[config.mk]
export PLATFORM = sky130hd
export DESIGN_NAME = four_bit_microcontroller_core_flat
export DESIGN_NICKNAME = d
export VERILOG_FILES = /design/src/fbmc_pkg.sv /design/src/fbmc_if.sv /design/src/fbmc_ram.sv /design/src/fbmc_exec.sv /design/src/four_bit_microcontroller_core.sv /design/src/flat_wrapper.sv
export SDC_FILE = /design/constraint.sdc
export NUM_CORES = 1
export LEC_CHECK = 0
export BUFFER_PORTS_ARGS = -buffer_cell sky130_fd_sc_hd__buf_2
export CORE_MARGIN = 5
export CORE_UTILIZATION = 59
export CTS_CLUSTER_DIAMETER = 200
export DETAILED_ROUTE_END_ITERATION = 10
export PLACE_DENSITY = 0.76
export RECOVER_POWER = 50
export SETUP_SLACK_MARGIN = 0.5
export SLEW_MARGIN = 20
export SYNTH_ARGS = -nofsm -noshare
export SYNTH_HDL_FRONTEND = slang
export SYNTH_SLANG_ARGS = --single-unit
[constraint.sdc]
create_clock -name clk_i -period 7.61 [get_ports clk_i]
set_input_delay 1.1415 -clock clk_i [delete_from_list [all_inputs] [get_ports clk_i]]
set_output_delay 1.1415 -clock clk_i [all_outputs]
set_load 0.02 [all_outputs]
[src/fbmc_pkg.sv]
// Package of the four-bit microcontroller core: types, opcodes, tables.
// No dependencies; used by fbmc_ram, fbmc_exec and the core top level.
`default_nettype none

package fbmc_pkg;

  // Opcode group codes
  localparam logic [1:0] GrpBr   = 2'b10;
  localparam logic [1:0] GrpCall = 2'b11;

  localparam logic [3:0] GrpLdp  = 4'h1;
  localparam logic [3:0] GrpTcy  = 4'h4;
  localparam logic [3:0] GrpYnec = 4'h5;
  localparam logic [3:0] GrpTcmiy = 4'h6;
  localparam logic [3:0] GrpAlec = 4'h7;

  localparam logic [5:0] GrpSbit = 6'b0011_00;
  localparam logic [5:0] GrpRbit = 6'b0011_01;
  localparam logic [5:0] GrpTbit = 6'b0011_10;
  localparam logic [5:0] GrpLdx  = 6'b0011_11;

  typedef enum logic [7:0] {
    OP_COMX   = 8'h00, OP_A8AAC  = 8'h01, OP_YNEA  = 8'h02, OP_TAM   = 8'h03,
    OP_TAMZA  = 8'h04, OP_A10AAC = 8'h05, OP_A6AAC = 8'h06, OP_DAN   = 8'h07,
    OP_TKA    = 8'h08, OP_KNEZ   = 8'h09, OP_TDO   = 8'h0a, OP_CLO   = 8'h0b,
    OP_RSTR   = 8'h0c, OP_SETR   = 8'h0d, OP_IA    = 8'h0e, OP_RETN  = 8'h0f,
    OP_TAMIY  = 8'h20, OP_TMA    = 8'h21, OP_TMY   = 8'h22, OP_TYA   = 8'h23,
    OP_TAY    = 8'h24, OP_AMAAC  = 8'h25, OP_MNEZ  = 8'h26, OP_SAMAN = 8'h27,
    OP_IMAC   = 8'h28, OP_ALEM   = 8'h29, OP_DMAN  = 8'h2a, OP_IYC   = 8'h2b,
    OP_DYN    = 8'h2c, OP_CPAIZ  = 8'h2d, OP_XMA   = 8'h2e, OP_CLA   = 8'h2f
  } fbmc_op_e;

  typedef struct packed {
    logic [5:0]  pc;
    logic [3:0]  page;
    logic [3:0]  pbuf;
    logic        cl;
    logic [5:0]  ret;
    logic        s;
    logic [3:0]  a;
    logic [1:0]  x;
    logic [3:0]  y;
    logic [6:0]  o;
    logic [15:0] r;
  } fbmc_state_t;

  localparam fbmc_state_t StateReset = '{
    pc: 6'h00, page: 4'hf, pbuf: 4'hf, cl: 1'b0, ret: 6'h00, s: 1'b0,
    a: 4'h0, x: 2'h0, y: 4'h0, o: 7'h00, r: 16'h0000
  };

  typedef struct packed {
    logic       we;
    logic [5:0] addr;
    logic [3:0] data;
  } fbmc_ram_wr_t;

  typedef struct packed {
    logic [9:0]  fetch_address;
    logic [6:0]  o_outputs;
    logic [15:0] r_outputs;
    logic        status_out;
    logic        illegal_opcode;
    logic [3:0]  acc_out;
  } fbmc_res_t;

  // Constants and bit numbers in opcodes are bit-reversed
  function automatic logic [3:0] rev4(input logic [3:0] v);
    return {v[0], v[1], v[2], v[3]};
  endfunction

  function automatic logic [1:0] rev2(input logic [1:0] v);
    return {v[0], v[1]};
  endfunction

  function automatic logic [6:0] seg7(input logic [3:0] v);
    logic [6:0] p;
    case (v)
      4'h0: p = 7'h7e;
      4'h1: p = 7'h30;
      4'h2: p = 7'h6d;
      4'h3: p = 7'h79;
      4'h4: p = 7'h33;
      4'h5: p = 7'h5b;
      4'h6: p = 7'h5f;
      4'h7: p = 7'h70;
      4'h8: p = 7'h7f;
      4'h9: p = 7'h7b;
      4'ha: p = 7'h77;
      4'hb: p = 7'h1f;
      4'hc: p = 7'h4e;
      4'hd: p = 7'h3d;
      4'he: p = 7'h4f;
      default: p = 7'h47;
    endcase
    return p;
  endfunction

  // LFSR program counter step; wraps 1f->3f and 3f->3e
  function automatic logic [5:0] next_pc(input logic [5:0] pc);
    logic fb;
    if (pc == 6'h1f) fb = 1'b1;
    else if (pc == 6'h3f) fb = 1'b0;
    else fb = ~(pc[5] ^ pc[4]);
    return {pc[4:0], fb};
  endfunction

endpackage

`default_nettype wire

[src/fbmc_if.sv]
// Valid/ready channel interfaces for instruction words and result words.
// No dependencies.
`default_nettype none

interface fbmc_in_if;
  logic       valid;
  logic       ready;
  logic [7:0] opcode;
  logic [3:0] key_pins;

  modport source (output valid, opcode, key_pins, input ready);
  modport sink (input valid, opcode, key_pins, output ready);
endinterface

interface fbmc_out_if;
  logic        valid;
  logic        ready;
  logic [9:0]  fetch_address;
  logic [6:0]  o_outputs;
  logic [15:0] r_outputs;
  logic        status_out;
  logic        illegal_opcode;
  logic [3:0]  acc_out;

  modport source (output valid, fetch_address, o_outputs, r_outputs, status_out,
                  illegal_opcode, acc_out, input ready);
  modport sink (input valid, fetch_address, o_outputs, r_outputs, status_out,
                illegal_opcode, acc_out, output ready);
endinterface

`default_nettype wire

[src/fbmc_ram.sv]
// 64 x 4 data RAM with registered read, per-entry valid bits and write bypass.
// Depends on fbmc_pkg.
`default_nettype none

module fbmc_ram import fbmc_pkg::*; (
  input  wire logic         clk_i,
  input  wire logic         rst_ni,
  input  wire fbmc_ram_wr_t wr_i,
  input  wire logic [5:0]   rd_addr_i,
  output logic [3:0]        rd_data_o
);

  logic [3:0]  mem_q [64];
  logic [3:0]  rd_raw_q;
  logic [3:0]  byp_data_q;
  logic [63:0] vld_q;
  logic        vld_rd_q;
  logic        byp_q;

  always_ff @(posedge clk_i) begin
    if (wr_i.we) begin
      mem_q[wr_i.addr] <= wr_i.data;
    end
    rd_raw_q   <= mem_q[rd_addr_i];
    byp_data_q <= wr_i.data;
  end

  always_ff @(posedge clk_i or negedge rst_ni) begin
    if (!rst_ni) begin
      vld_q    <= '0;
      vld_rd_q <= 1'b0;
      byp_q    <= 1'b0;
    end else begin
      if (wr_i.we) begin
        vld_q[wr_i.addr] <= 1'b1;
      end
      vld_rd_q <= vld_q[rd_addr_i];
      byp_q    <= wr_i.we && (wr_i.addr == rd_addr_i);
    end
  end

  // never-written entries read as zero
  assign rd_data_o = byp_q ? byp_data_q : (vld_rd_q ? rd_raw_q : 4'h0);

endmodule

`default_nettype wire

[src/fbmc_exec.sv]
// Instruction decode and execute: next register state and RAM write.
// Depends on fbmc_pkg.
`default_nettype none

module fbmc_exec import fbmc_pkg::*; (
  input  wire fbmc_state_t  st_i,
  input  wire logic [7:0]   opcode_i,
  input  wire logic [3:0]   key_pins_i,
  input  wire logic [3:0]   mem_i,
  output fbmc_state_t       st_o,
  output fbmc_ram_wr_t      wr_o,
  output logic              illegal_o
);

  logic [3:0] c4;
  logic [3:0] bitm;
  logic [4:0] sum;
  logic       s;
  logic [3:0] a;
  logic [3:0] m;
  logic [3:0] y;

  always_comb begin
    st_o      = st_i;
    wr_o.we   = 1'b0;
    wr_o.addr = {st_i.x, st_i.y};
    wr_o.data = st_i.a;
    illegal_o = 1'b0;
    s         = 1'b1;
    a         = st_i.a;
    m         = mem_i;
    y         = st_i.y;
    c4        = rev4(opcode_i[3:0]);
    bitm      = 4'b0001 << rev2(opcode_i[1:0]);
    sum       = 5'h00;

    st_o.pc = next_pc(st_i.pc);

    case (opcode_i[7:6])
      GrpBr: begin
        if (st_i.s) begin
          if (!st_i.cl) st_o.page = st_i.pbuf;
          st_o.pc = opcode_i[5:0];
        end
      end
      GrpCall: begin
        if (st_i.s) begin
          st_o.page = st_i.pbuf;
          if (!st_i.cl) begin
            st_o.ret  = next_pc(st_i.pc);
            st_o.pbuf = st_i.page;
            st_o.cl   = 1'b1;
          end
          st_o.pc = opcode_i[5:0];
        end
      end
      default: begin
        case (opcode_i[7:4])
          GrpLdp:  st_o.pbuf = c4;
          GrpTcy:  st_o.y = c4;
          GrpYnec: s = (m != c4);
          GrpTcmiy: begin
            wr_o.we   = 1'b1;
            wr_o.data = c4;
            st_o.y    = y + 4'h1;
          end
          GrpAlec: s = (a <= c4);
          default: begin
            case (opcode_i[7:2])
              GrpSbit: begin
                wr_o.we   = 1'b1;
                wr_o.data = m | bitm;
              end
              GrpRbit: begin
                wr_o.we   = 1'b1;
                wr_o.data = m & ~bitm;
              end
              GrpTbit: s = |(m & bitm);
              GrpLdx:  st_o.x = rev2(opcode_i[1:0]);
              default: begin
                case (fbmc_op_e'(opcode_i))
                  OP_COMX: st_o.x = ~st_i.x;
                  OP_A8AAC: begin
                    sum = {1'b0, a} + 5'd8;
                    st_o.a = sum[3:0];
                    s = sum[4];
                  end
                  OP_YNEA: s = (y != a);
                  OP_TAM: wr_o.we = 1'b1;
                  OP_TAMZA: begin
                    wr_o.we = 1'b1;
                    st_o.a  = 4'h0;
                  end
                  OP_A10AAC: begin
                    sum = {1'b0, a} + 5'd10;
                    st_o.a = sum[3:0];
                    s = sum[4];
                  end
                  OP_A6AAC: begin
                    sum = {1'b0, a} + 5'd6;
                    st_o.a = sum[3:0];
                    s = sum[4];
                  end
                  OP_DAN: begin
                    s = (a != 4'h0);
                    st_o.a = a - 4'h1;
                  end
                  OP_TKA: st_o.a = key_pins_i;
                  OP_KNEZ: s = (key_pins_i != 4'h0);
                  OP_TDO: st_o.o = st_i.s ? seg7(a) : {3'b000, a};
                  OP_CLO: st_o.o = 7'h00;
                  OP_RSTR: st_o.r = st_i.r & ~(16'h0001 << y);
                  OP_SETR: st_o.r = st_i.r | (16'h0001 << y);
                  OP_IA: st_o.a = a + 4'h1;
                  OP_RETN: begin
                    if (st_i.cl) begin
                      st_o.pc = st_i.ret;
                      st_o.cl = 1'b0;
                    end
                    st_o.page = st_i.pbuf;
                  end
                  OP_TAMIY: begin
                    wr_o.we = 1'b1;
                    st_o.y  = y + 4'h1;
                  end
                  OP_TMA: st_o.a = m;
                  OP_TMY: st_o.y = m;
                  OP_TYA: st_o.a = y;
                  OP_TAY: st_o.y = a;
                  OP_AMAAC: begin
                    sum = {1'b0, m} + {1'b0, a};
                    st_o.a = sum[3:0];
                    s = sum[4];
                  end
                  OP_MNEZ: s = (m != 4'h0);
                  OP_SAMAN: begin
                    s = (a <= m);
                    st_o.a = m - a;
                  end
                  OP_IMAC: begin
                    sum = {1'b0, m} + 5'd1;
                    st_o.a = sum[3:0];
                    s = sum[4];
                  end
                  OP_ALEM: s = (a <= m);
                  OP_DMAN: begin
                    st_o.a = m - 4'h1;
                    s = (m != 4'h0);
                  end
                  OP_IYC: begin
                    sum = {1'b0, y} + 5'd1;
                    st_o.y = sum[3:0];
                    s = sum[4];
                  end
                  OP_DYN: begin
                    s = (y != 4'h0);
                    st_o.y = y - 4'h1;
                  end
                  OP_CPAIZ: begin
                    st_o.a = 4'h0 - a;
                    s = (a == 4'h0);
                  end
                  OP_XMA: begin
                    wr_o.we = 1'b1;
                    st_o.a  = m;
                  end
                  OP_CLA: st_o.a = 4'h0;
                  default: illegal_o = 1'b1;
                endcase
              end
            endcase
          end
        endcase
      end
    endcase

    st_o.s = s;
  end

endmodule

`default_nettype wire

[src/four_bit_microcontroller_core.sv]
// Top level of the four-bit microcontroller core: registers, RAM, result buffer.
// Depends on fbmc_pkg, fbmc_if, fbmc_ram and fbmc_exec.
`default_nettype none

// Executes one instruction per accepted input word, one word per clock when
// both sides keep up. The result word (next fetch address, O and R latches,
// status, accumulator, illegal flag) is written into the output buffer when
// the input word is taken. All architectural registers live in flops; the
// 64-nibble data RAM is a synchronous memory whose read address tracks the
// next X/Y value, so the nibble at the current X*16+Y is already registered
// when the next word arrives; a write to that same entry is bypassed into the
// read register. Each RAM entry has a valid bit cleared at reset, so no
// clearing pass is needed and a never-written nibble reads as zero. A
// two-word output buffer lets the core keep taking input while a result
// waits; input ready drops only when both buffer words are occupied.
module four_bit_microcontroller_core import fbmc_pkg::*; (
  input  wire logic   clk_i,
  input  wire logic   rst_ni,
  fbmc_in_if.sink     in_i,
  fbmc_out_if.source  out_o
);

  fbmc_state_t  st_q;
  fbmc_state_t  st_d;
  fbmc_state_t  st_next;
  fbmc_ram_wr_t wr_exec;
  fbmc_ram_wr_t wr_ram;
  logic [3:0]   mem_rd;
  logic         illegal;
  logic         accept;

  fbmc_res_t    res_d;
  fbmc_res_t    buf_q [2];
  logic         wr_ptr_q;
  logic         rd_ptr_q;
  logic [1:0]   count_q;
  logic         pop;

  assign accept = in_i.valid && in_i.ready;

  // decode/execute against the current registers and the RAM nibble at X/Y
  fbmc_exec u_exec (
    .st_i       (st_q),
    .opcode_i   (in_i.opcode),
    .key_pins_i (in_i.key_pins),
    .mem_i      (mem_rd),
    .st_o       (st_next),
    .wr_o       (wr_exec),
    .illegal_o  (illegal)
  );

  always_comb begin
    st_d      = accept ? st_next : st_q;
    wr_ram    = wr_exec;
    wr_ram.we = wr_exec.we && accept;
  end

  // read address follows the X/Y the next word will see
  fbmc_ram u_ram (
    .clk_i     (clk_i),
    .rst_ni    (rst_ni),
    .wr_i      (wr_ram),
    .rd_addr_i ({st_d.x, st_d.y}),
    .rd_data_o (mem_rd)
  );

  always_ff @(posedge clk_i or negedge rst_ni) begin
    if (!rst_ni) begin
      st_q <= StateReset;
    end else begin
      st_q <= st_d;
    end
  end

  // result word built from the post-instruction registers
  always_comb begin
    res_d.fetch_address  = {st_next.page, st_next.pc};
    res_d.o_outputs      = st_next.o;
    res_d.r_outputs      = st_next.r;
    res_d.status_out     = st_next.s;
    res_d.illegal_opcode = illegal;
    res_d.acc_out        = st_next.a;
  end

  // two-word output buffer
  assign pop = out_o.valid && out_o.ready;

  always_ff @(posedge clk_i) begin
    if (accept) begin
      buf_q[wr_ptr_q] <= res_d;
    end
  end

  always_ff @(posedge clk_i or negedge rst_ni) begin
    if (!rst_ni) begin
      wr_ptr_q <= 1'b0;
      rd_ptr_q <= 1'b0;
      count_q  <= 2'd0;
    end else begin
      if (accept) wr_ptr_q <= ~wr_ptr_q;
      if (pop) rd_ptr_q <= ~rd_ptr_q;
      case ({accept, pop})
        2'b10:   count_q <= count_q + 2'd1;
        2'b01:   count_q <= count_q - 2'd1;
        default: count_q <= count_q;
      endcase
    end
  end

  assign in_i.ready  = (count_q != 2'd2);
  assign out_o.valid = (count_q != 2'd0);

  always_comb begin
    out_o.fetch_address  = buf_q[rd_ptr_q].fetch_address;
    out_o.o_outputs      = buf_q[rd_ptr_q].o_outputs;
    out_o.r_outputs      = buf_q[rd_ptr_q].r_outputs;
    out_o.status_out     = buf_q[rd_ptr_q].status_out;
    out_o.illegal_opcode = buf_q[rd_ptr_q].illegal_opcode;
    out_o.acc_out        = buf_q[rd_ptr_q].acc_out;
  end

endmodule

`default_nettype wire

[src/flat_wrapper.sv]
// flat-port wrapper written by rule: the top's interface ports become plain ports
module four_bit_microcontroller_core_flat import fbmc_pkg::*;
  (clk_i, rst_ni, in_i_valid, in_i_opcode, in_i_key_pins, in_i_ready, out_o_valid, out_o_fetch_address, out_o_o_outputs, out_o_r_outputs, out_o_status_out, out_o_illegal_opcode, out_o_acc_out, out_o_ready);
  fbmc_in_if in_i_i ();
  fbmc_out_if out_o_i ();
  input  wire logic clk_i;
  input  wire logic rst_ni;
  input wire logic [$bits(in_i_i.valid)-1:0] in_i_valid;
  input wire logic [$bits(in_i_i.opcode)-1:0] in_i_opcode;
  input wire logic [$bits(in_i_i.key_pins)-1:0] in_i_key_pins;
  output wire logic [$bits(in_i_i.ready)-1:0] in_i_ready;
  output wire logic [$bits(out_o_i.valid)-1:0] out_o_valid;
  output wire logic [$bits(out_o_i.fetch_address)-1:0] out_o_fetch_address;
  output wire logic [$bits(out_o_i.o_outputs)-1:0] out_o_o_outputs;
  output wire logic [$bits(out_o_i.r_outputs)-1:0] out_o_r_outputs;
  output wire logic [$bits(out_o_i.status_out)-1:0] out_o_status_out;
  output wire logic [$bits(out_o_i.illegal_opcode)-1:0] out_o_illegal_opcode;
  output wire logic [$bits(out_o_i.acc_out)-1:0] out_o_acc_out;
  input wire logic [$bits(out_o_i.ready)-1:0] out_o_ready;
  assign in_i_i.valid = in_i_valid;
  assign in_i_i.opcode = in_i_opcode;
  assign in_i_i.key_pins = in_i_key_pins;
  assign in_i_ready = in_i_i.ready;
  assign out_o_valid = out_o_i.valid;
  assign out_o_fetch_address = out_o_i.fetch_address;
  assign out_o_o_outputs = out_o_i.o_outputs;
  assign out_o_r_outputs = out_o_i.r_outputs;
  assign out_o_status_out = out_o_i.status_out;
  assign out_o_illegal_opcode = out_o_i.illegal_opcode;
  assign out_o_acc_out = out_o_i.acc_out;
  assign out_o_i.ready = out_o_ready;
  four_bit_microcontroller_core u_core (.clk_i(clk_i), .rst_ni(rst_ni), .in_i(in_i_i), .out_o(out_o_i));
endmodule
Yosys cells after proc, flatten, opt, wreduce, memory -nomap -nowiden

Memories as Yosys holds them, arrays and structs flattened. A register that Yosys moved wholly into a read port is not among the register bits.
Index checks and enable logic that the tools add are counted.
W data, S select, Z words.

Bits in registers: 129
Bits in latches: 0
RAM bits: 334
ROM bits: 112
Input bits: 16
Output and inout bits: 41
Word-level logic and storage cells: 203
Memories: 3

Add/subtract/negate cells: 15
$mul: 0
Divide/modulo/power cells: 0
Magnitude comparators: 5
Eq/ne operators: 54
Shift-type cells: 2
Muxes and demuxes: 56
Bitwise gates (word level): 15
Reductions and logical operators: 35

Memories:

| name               | words | width | read ports | clocked after Yosys merged registers in | wr ports | RTL line                            | text |
|---|---|---|---|---|---|---|---|
| u_core.u_ram.mem_q | 64    | 4     | 1          | 1                                       | 1        | fbmc_ram.sv:13                      | `logic [3:0] mem_q [64];` |
| (no name shown)    | 16    | 7     | 1          | 0                                       | 0        | fbmc_pkg.sv:78                      | `case (v)` |
| u_core.buf_q       | 2     | 39    | 1          | 0                                       | 1        | four_bit_microcontroller_core.sv:33 | `fbmc_res_t buf_q [2];` |

Operator list:

| cell                 | count |
|---|---|
| $eq A8 B6 Y1 const B | 16 |
| $eq A8 B4 Y1 const B | 8 |
| $or A64 B64 Y64      | 1 |
| $pmux W4 S14         | 1 |
| $mux W10             | 4 |
| $mux W33             | 1 |
| $eq A8 B3 Y1 const B | 4 |
| $pmux W16 S2         | 1 |
| $reduce_or A32 Y1    | 1 |
| $mux W29             | 1 |
| $mux W27             | 1 |
| $eq A6 B4 Y1 const B | 4 |
| $mux W4              | 6 |
| $mux W23             | 1 |
| $mux W21             | 1 |
| $pmux W10 S2         | 1 |
| $pmux W4 S5          | 1 |
| $mux W1              | 18 |
| $and A16 B16 Y16     | 1 |
| $eq A4 B3 Y1 const B | 4 |
| $eq A8 B2 Y1 const B | 2 |
| $not A16 Y16         | 1 |
| $or A16 B16 Y16      | 1 |
| $pmux W4 S2          | 2 |
| 56 further kinds     | 100 |

Logic depth before layout (Yosys ltp)

Gate-level depths: netlist of run 1.

Word-level depth: 10
Depth in mapped cells: 19
Depth with buffers taken out: 13

By module

From an unflattened synthesis of run 1, not the netlist that was laid out.

Cells, all modules: 1548
Area total of the unflattened synthesis: 21987.3 um^2

By module, submodules not included:

| module                        | instances | cells each | area each (um^2) | sequential area each (um^2) |
|---|---|---|---|---|
| fbmc_ram                      | 1         | 700        | 13171.4          | 9499.1 |
| four_bit_microcontroller_core | 1         | 255        | 5128.7           | 3828.7 |
| fbmc_exec                     | 1         | 593        | 3687.3           | 0.0 |

Least setup slack after synthesis of run 1

Ideal clock, no wire load.

Path kind: in2reg
From: in in_i_opcode[5]
To: mem u_core.u_ram.mem_q[0][2] (data pin)
Library setup time: 709 ps
Arrival: 4972 ps
Required time: 6901 ps
Setup slack: 1929 ps
Cell stages on the path: 9
Buffers on the path: 3
Cell sequence: clkbuf_1 > clkbuf_1 > clkbuf_1 > nand2_1 > a21oi_1 > nor2_1 > nor2_1 > a221oi_1 > o21ai_0

RTL lines:

| element         | RTL line          | text |
|---|---|---|
| start, declared | flat_wrapper.sv:9 | `input wire logic [$bits(in_i_i.opcode)-1:0] in_i_opcode;` |
| end, declared   | fbmc_ram.sv:13    |  |

Worst setup path after layout of run 1

From: in in_i_opcode[7]
To: reg u_core.u_ram.rd_raw_q[2], read port of u_core.u_ram.mem_q

Longest elaborated chain between the ends: 6
Elaborated cells between the ends (all ways): 30
Those cells by class: 16 x eq/ne; 8 x mux; 6 x reduce/logical

Ends and longest elaborated chain:

| element                                        | RTL line                            | text |
|---|---|---|
| $eq A8 B6 Y1, or another cell as far along     | fbmc_exec.sv:81                     | `case (fbmc_op_e'(opcode_i))` |
| $pmux W4 S5, or another cell as far along      | fbmc_exec.sv:81                     |  |
| $mux W27 / $pmux W2 S2 (equally long branches) | fbmc_exec.sv:69                     | `case (opcode_i[7:2])` |
| $pmux W4 S3 / $mux W6 (equally long branches)  | fbmc_exec.sv:58                     | `case (opcode_i[7:4])` |
| $mux W33 *                                     | fbmc_exec.sv:39                     | `case (opcode_i[7:6])` |
| $mux W29 *                                     | four_bit_microcontroller_core.sv:53 | `st_d = accept ? st_next : st_q;` |
| end, declared                                  | fbmc_ram.sv:14                      | `logic [3:0] rd_raw_q;` |

Mark *: on every way between the ends. The rest lies on a longest branch, timed or not.
A chain may end at the register's enable or synchronous reset.

==> flow_summary.json, run 1 <==
{
  "outcome": "finished, violations left",
  "violations": "capacitance limit, slew limit",
  "cp_slowest_cell": "or4b_1",
  "grt_use_total": 0.291,
  "cpLargestDelayFamily": "simple AND/OR/NAND/NOR gates",
  "cts_buffers": 47,
  "period_share": 0.748,
  "clock_latency_ps": 580,
  "clk_pin_slew_ps": 60,
  "total_leakage_power_nw": 9.12,
  "die_y_um": 206,
  "cts_buffer_depth": 3,
  "mostFrequentLayoutCells": "334 x edfxtp_1, 235 x nand2_1, 137 x nor2_1, 117 x dfrtp_1, 105 x a21oi_1",
  "slew_headroom": -1.44,
  "drt-wirelength-per-cell_um": 24.8,
  "syn_area_um2": 22700,
  "power_density_nw_per_um2": 320,
  "ys_types": 84,
  "syn_to_final_growth_pct": 9.54,
  "top_usage_layer": "met2",
  "skew_ps": 14.8,
  "worstHoldPathType": "register to register",
  "use_met3": 0.0532,
  "core-area_um2": 37800,
  "crit_path_end_kind": "register",
  "num_rows": 71,
  "dpl.cell_count": 2419,
  "cap_violations": 11,
  "antenna_found_initial": 2,
  "portBuffers": 56,
  "fin_cells": 2507,
  "timing.fmax_ghz": 0.176,
  "fin_setup_tns_ps": 0,
  "syn_inst": 1959,
  "first_iter_violations": 1961,
  "rsz0062_at_grt": "no",
  "synth_ff_type": "edfxtp_1",
  "path_buf_inv": 2,
  "use_met1": 0.388,
  "die_w_um": 206,
  "ys_seq_elements": 467,
  "initial_core_util": 0.600,
  "cts-htree-levels": 2,
  "overflow": 0,
  "ant_nets": 0,
  "grt_pass1_vias": 16500,
  "cts.sink_count": 467,
  "crit_arrival_ps": 6150,
  "crit_fanout": 88,
  "cts_setup_buffers": 0,
  "firstDrtPassIters": 8,
  "period_minus_slack_ps": 5700,
  "peakVddDrop_v": 0.000226,
  "hold_buffers": 0,
  "synth-seq-area-share": 0.587,
  "io-pin-count": 57,
  "grt_use_met2": 0.476,
  "finalHoldViolations": 0,
  "worst_slew_pin_slew_ps": 3670,
  "slew_viol_final": 542,
  "drive_gt1_frac": 0.165,
  "synth_edf_count": 334,
  "hpwl_um": 39100,
  "critPathKind": "input pin to register",
  "die-area_um2": 42500,
  "vias_per_cell": 6.84,
  "avgSynthCellArea_um2": 11.6,
  "root_buffer": "clkbuf_16",
  "routed_wl_um": 62100,
  "synthArstFlopShare": 0.268,
  "start_kind": "input pin",
  "grt_max_degree": 89,
  "cts_tree": "done",
  "cpMostUsedCell": "nor3_1",
  "slowest_delay_ps": 1010,
  "grt_pass1_wl_um": 95900,
  "ctsResizeCount": 0,
  "place.gp.congestion": 0.976,
  "layout_commonest_cell": "edfxtp_1",
  "fin_nets": 2010,
  "finalSetupViolCount": 0,
  "vias": 17200,
  "synth_warnings": 0,
  "drc_errors": 0,
  "crit_required_ps": 8060,
  "crit_chain": "clkbuf_1 -> or4b_1 -> nor3_1 -> a2bb2oi_1 -> a32o_4 -> inv_4 -> mux2_2 -> a221o_1 -> o21ai_1 -> nor3_1 -> or4_1"
}
Yosys cell counts, drive strengths merged, types with 61 or more instances:
library cell,number,area (µm²)
o21ai,84,420
dfrtp,117,2930
nand3,87,435
a221oi,92,823
buf,61,355
edfxtp,334,10000
or2,69,432
a21oi,106,534
clkbuf,77,290
nand2,236,886
mux2,70,788
nor2,138,518
final timing paths:
check                                                   start                                 end  slack [ps]  cells after the start
min in group asynchronous                              rst_ni         u_core.st_q[18]$_DFFE_PN0P_        1810                      1
hold reg to reg            u_core.u_ram.vld_q[21]$_DFFE_PN0P_  u_core.u_ram.vld_q[21]$_DFFE_PN0P_         460                      1
setup reg to reg                    u_core.st_q[23]$_DFF_PN0_     u_core.u_ram.vld_rd_q$_DFF_PN0_        2260                     12
setup / recovery                               in_i_opcode[7]    u_core.u_ram.rd_raw_q[2]$_DFF_P_        1910                     11
max in group asynchronous                              rst_ni         u_core.st_q[53]$_DFFE_PN0P_        2390                      2
hold / removal             u_core.u_ram.vld_q[21]$_DFFE_PN0P_  u_core.u_ram.vld_q[21]$_DFFE_PN0P_         460                      1
report_power, final:
group / internal, mW / total [mW] / switching, mW
sequential: 3.24 / 3.44 / 0.206
combinational: 0.698 / 2.12 / 1.42
clock: 1.42 / 2.41 / 0.990
total: 5.35 / 7.97 / 2.62
sequential cells by signal (all words and copies together), names as in the netlist:
register / flops
u_core.u_ram.mem_q: 256
u_core.buf_q: 78
u_core.u_ram.vld_q: 64
u_core.st_q: 55
u_core.u_ram.byp_data_q: 4
u_core.u_ram.rd_raw_q: 4
u_core.count_q: 2
u_core.rd_ptr_q: 1
u_core.u_ram.byp_q: 1
u_core.u_ram.vld_rd_q: 1
u_core.wr_ptr_q: 1
routing by layer:
| metal | share of wire | routed length, µm | up-vias |
|---|---|---|---|
| met3 | 0.10 | 6230 | 215 |
| met5 | 0.00011 | 7 | - |
| met1 | 0.38 | 23900 | 8409 |
| li1 | - | - | 7420 |
| met4 | 0.042 | 2580 | 2 |
| met2 | 0.47 | 29400 | 1113 |
kinds of logic after synthesis:
family,share of synthesized area
other,0.000165
AOI/OAI and AO/OA,0.141
DFF,0.587
buffers and inverters,0.0339
and+or+nand+nor,0.145
muxes,0.0648
xor gates and xnor gates,0.00695
adders and majority gates,0.0205
worst register-to-register path, stage by stage, from the launching register on:
cell       delay [ps]
dfrtp_1           940
inv_1             380
ha_1              370
ha_1              340
nor3b_1            60
a311oi_1          280
a32o_4            660
buf_4             770
mux4_2            630
nand2_1           110
o21ai_0           130
a2111oi_0         470
a21oi_1            70
through the flow:
stage | instance area, µm² | util | worst slack, ps | hold WS [ps] | total power [mW]
after floorplan | 22700 | - | 1930 | 434 | 4.82
after global placement | 23300 | 0.615 | 1870 | 445 | 5.49
after detailed placement | 23300 | 0.615 | 1670 | 449 | 5.55
after CTS | 24900 | 0.658 | 2270 | 464 | 7.93
after global routing | 24900 | 0.657 | 1490 | 469 | 8.29
final | 24900 | 0.657 | 1910 | 465 | 7.97
layout make-up:
class,instances,area [µm²]
Sequential cell,467,13300
Fill cell,2821,13000
Multi-Input combinational cell,1322,8670
Clock buffer,57,1250
Tap cell,511,639
Timing Repair Buffer,87,503
Clock inverter,29,342
Inverter,33,126
Antenna cell,1,2.50
(Power assumes the default switching activity.)
==> run 2, diff against run 1 <==
--- a/config.mk
+++ b/config.mk
@@ -5,12 +5,13 @@
 export SDC_FILE = /design/constraint.sdc
 export NUM_CORES = 1
 export LEC_CHECK = 0
+export ABC_AREA = 1
 export BUFFER_PORTS_ARGS = -buffer_cell sky130_fd_sc_hd__buf_2
 export CORE_MARGIN = 5
-export CORE_UTILIZATION = 59
+export CORE_UTILIZATION = 57
 export CTS_CLUSTER_DIAMETER = 200
 export DETAILED_ROUTE_END_ITERATION = 10
-export PLACE_DENSITY = 0.76
+export PLACE_DENSITY = 0.77
 export RECOVER_POWER = 50
 export SETUP_SLACK_MARGIN = 0.5
 export SLEW_MARGIN = 20
==> constraint.sdc (replaced) <==
create_clock -name clk_i -period 4.94 [get_ports clk_i]
set_input_delay 0.741 -clock clk_i [delete_from_list [all_inputs] [get_ports clk_i]]
set_output_delay 0.741 -clock clk_i [all_outputs]
set_load 0.02 [all_outputs]
==> run 2 against run 1 <==
Net effect: the flow still finishes with violations (capacitance limit, slew limit); synthesized cell count increased by 25%; clock skew increased by 13 ps; routed wire length decreased by 3.6%; cell count increased by 20%; global-route usage decreased by 2.3 points; non-clock buffer count increased by 4; critical path depth decreased by 5; cell area decreased by 0.37%; critical endpoint is now u_core.u_ram.mem_q[41][2]$_DFFE_PP_; largest power group is now combinational logic; clock power increased by 48%; combinational power increased by 150%.
==> flow_summary.json, run 2 <==
{
  "outcome": "finished, violations left",
  "violations": "capacitance limit, slew limit",
  "yosys.area.top_type": "edfxtp_1",
  "hold_buffers": 0,
  "firstDrtPassIters": 6,
  "dpl.cell_count": 2930,
  "vias": 17700,
  "drive_gt1_frac": 0.0739,
  "synthArstFlopShare": 0.268,
  "first_iter_violations": 2084,
  "grt_pass1_vias": 17200,
  "cts_buffers": 47,
  "largest-register": "u_core.u_ram.mem_q",
  "synth_warnings": 0,
  "cts-htree-levels": 2,
  "ys_seq_elements": 467,
  "ctsResizeCount": 0,
  "vias_per_cell": 5.86,
  "timing.fmax_ghz": 0.231,
  "synth_ff_type": "edfxtp_1",
  "num_rows": 73,
  "worst_slew_pin_slew_ps": 2640,
  "synth-seq-area-share": 0.589,
  "syn_inst": 2449,
  "final_core_util": 0.628,
  "hpwl_um": 37700,
  "period_minus_slack_ps": 4330,
  "fin_nets": 2506,
  "synth.area.top_cells": "edfxtp_1 44%, dfrtp_1 13%, nand2_1 12%",
  "routed_wl_um": 59800,
  "die_w_um": 209,
  "cts.sink_count": 467,
  "die-area_um2": 43800,
  "finalSetupViolCount": 0,
  "syn_area_um2": 22600,
  "total_leakage_power_nw": 10.5,
  "largest_reg_flops": 256,
  "start_kind": "input pin",
  "synth_common_cells": "694 x nand2_1, 353 x nand3_1, 334 x edfxtp_1, 200 x inv_1, 171 x o21ai_0",
  "peakVddDrop_v": 0.000411,
  "crit_fanout": 48,
  "mostFrequentLayoutCells": "692 x nand2_1, 353 x nand3_1, 334 x edfxtp_1, 202 x inv_1, 171 x o21ai_0",
  "slew_viol_final": 249,
  "root_buffer": "clkbuf_16",
  "skew_ps": 27.6,
  "portBuffers": 56,
  "cts_buffer_depth": 3,
  "grt_use_total": 0.269,
  "ant_nets": 0,
  "synth.most_common_cell": "nand2_1",
  "crit_chain": "clkbuf_1 -> nor2_1 -> nand2_1 -> nand2_1 -> o221ai_1 -> clkbuf_2",
  "rsz0062_at_grt": "no",
  "cts_tree": "done",
  "overflow": 0,
  "drc_errors": 0,
  "die_y_um": 209,
  "cpMostUsedCell": "nand2_1",
  "slowest_delay_ps": 1440,
  "period_share": 0.876,
  "grt_pass1_wl_um": 94100,
  "critPathKind": "input pin to register",
  "crit_required_ps": 5170,
  "power_density_nw_per_um2": 564,
  "clock_latency_ps": 610,
  "yosysTopAreaCellShare": 0.443,
  "syn_to_final_growth_pct": 9.51,
  "avgSynthCellArea_um2": 9.24,
  "crit_path_end_kind": "register",
  "cts_setup_buffers": 0,
  "layout_commonest_cell": "nand2_1",
  "drt-wirelength-per-cell_um": 19.8,
  "cp_slowest_cell": "o221ai_1",
  "synth_edf_count": 334,
  "cap_violations": 9,
  "clk_pin_slew_ps": 60,
  "grt_max_degree": 164,
  "place.gp.congestion": 0.921,
  "initial_core_util": 0.573,
  "io-pin-count": 57,
  "crit_arrival_ps": 4560,
  "core-area_um2": 39500,
  "finalHoldViolations": 0,
  "reg_top3": "u_core.u_ram.mem_q (256), u_core.buf_q (78), u_core.u_ram.vld_q (64)",
  "diodes": 0,
  "ys_types": 53,
  "fin_setup_tns_ps": 0,
  "worstHoldPathType": "register to register",
  "antenna_found_initial": 0,
  "slew_headroom": -0.758,
  "fin_cells": 3016
}
run 2: cell families after synthesis:
| kind of cell | count (synthesis) | share of synthesized area |
|---|---|---|
| AOI/OAI and AO/OA | 285 | 0.0717 |
| and+or+nand+nor | 1290 | 0.249 |
| DFF | 467 | 0.589 |
| xor gates and xnor gates | 13 | 0.00503 |
| adders and majority gates | 36 | 0.0206 |
| other | 1 | 0.000166 |
| buffers and inverters | 357 | 0.0644 |
run 2: path summary, 6_finish.rpt:
check / startpoint / endpoint / slack, ps / cells past startpoint
max: in_i_opcode[7] / u_core.u_ram.mem_q[41][2]$_DFFE_PP_ / 610 / 6
min: u_core.u_ram.vld_q[16]$_DFFE_PN0P_ / u_core.u_ram.vld_q[16]$_DFFE_PN0P_ / 460 / 2
max reg2reg: u_core.count_q[0]$_DFFE_PN0P_ / u_core.u_ram.rd_raw_q[1]$_DFF_P_ / 880 / 14
min reg2reg: u_core.u_ram.vld_q[16]$_DFFE_PN0P_ / u_core.u_ram.vld_q[16]$_DFFE_PN0P_ / 460 / 2
max in group asynchronous: rst_ni / u_core.u_ram.vld_q[27]$_DFFE_PN0P_ / 1690 / 2
min in group asynchronous: rst_ni / u_core.count_q[1]$_DFFE_PN0P_ / 970 / 1
run 2: final cells by class:
type / count / area (µm²)
timing repair buffer: 91 / 517
sequential: 467 / 13300
tap: 525 / 657
fill: 3208 / 14700
multi-input combinational: 1626 / 7880
inverter: 221 / 830
clock inverter: 25 / 265
clock buffer: 61 / 1290
run 2: critical path, delay by kind of cell:
kind,cells,cell delay [ps]
AO/OA/AOI/OAI,1,1440
buffers and inverters,2,1540
AND/OR/NAND/NOR,3,790
run 2: per-stage QoR:
step | hold WS [ps] | power (mW) | instance area, µm² | setup slack [ps]
6_report | 459 | 14.0 | 24800 | 611
5_1_grt | 458 | 14.7 | 24800 | 495
4_1_cts | 165 | 14.0 | 24900 | 1270
3_5_place_dp | 445 | 10.4 | 23400 | 1080
3_3_place_gp | 438 | 10.3 | 23400 | 1150
2_1_floorplan | 427 | 8.75 | 22600 | 1010
run 2: layer usage:
metal	GRT usage	vias up	routed length (µm)
met3	0.0485	170	4610
met4	0.104	0	2240
met1	0.361	8416	24300
met2	0.439	821	28700
li1	-	8271	-
met5	0	-	0
run 2: power breakdown:
group	total (mW)	internal (mW)	leakage, nW	switching (mW)
clock network	3.56	2.06	0.765	1.50
logic	5.25	1.39	5.15	3.86
registers	5.17	4.90	4.54	0.261
total	14.0	8.35	10.5	5.62
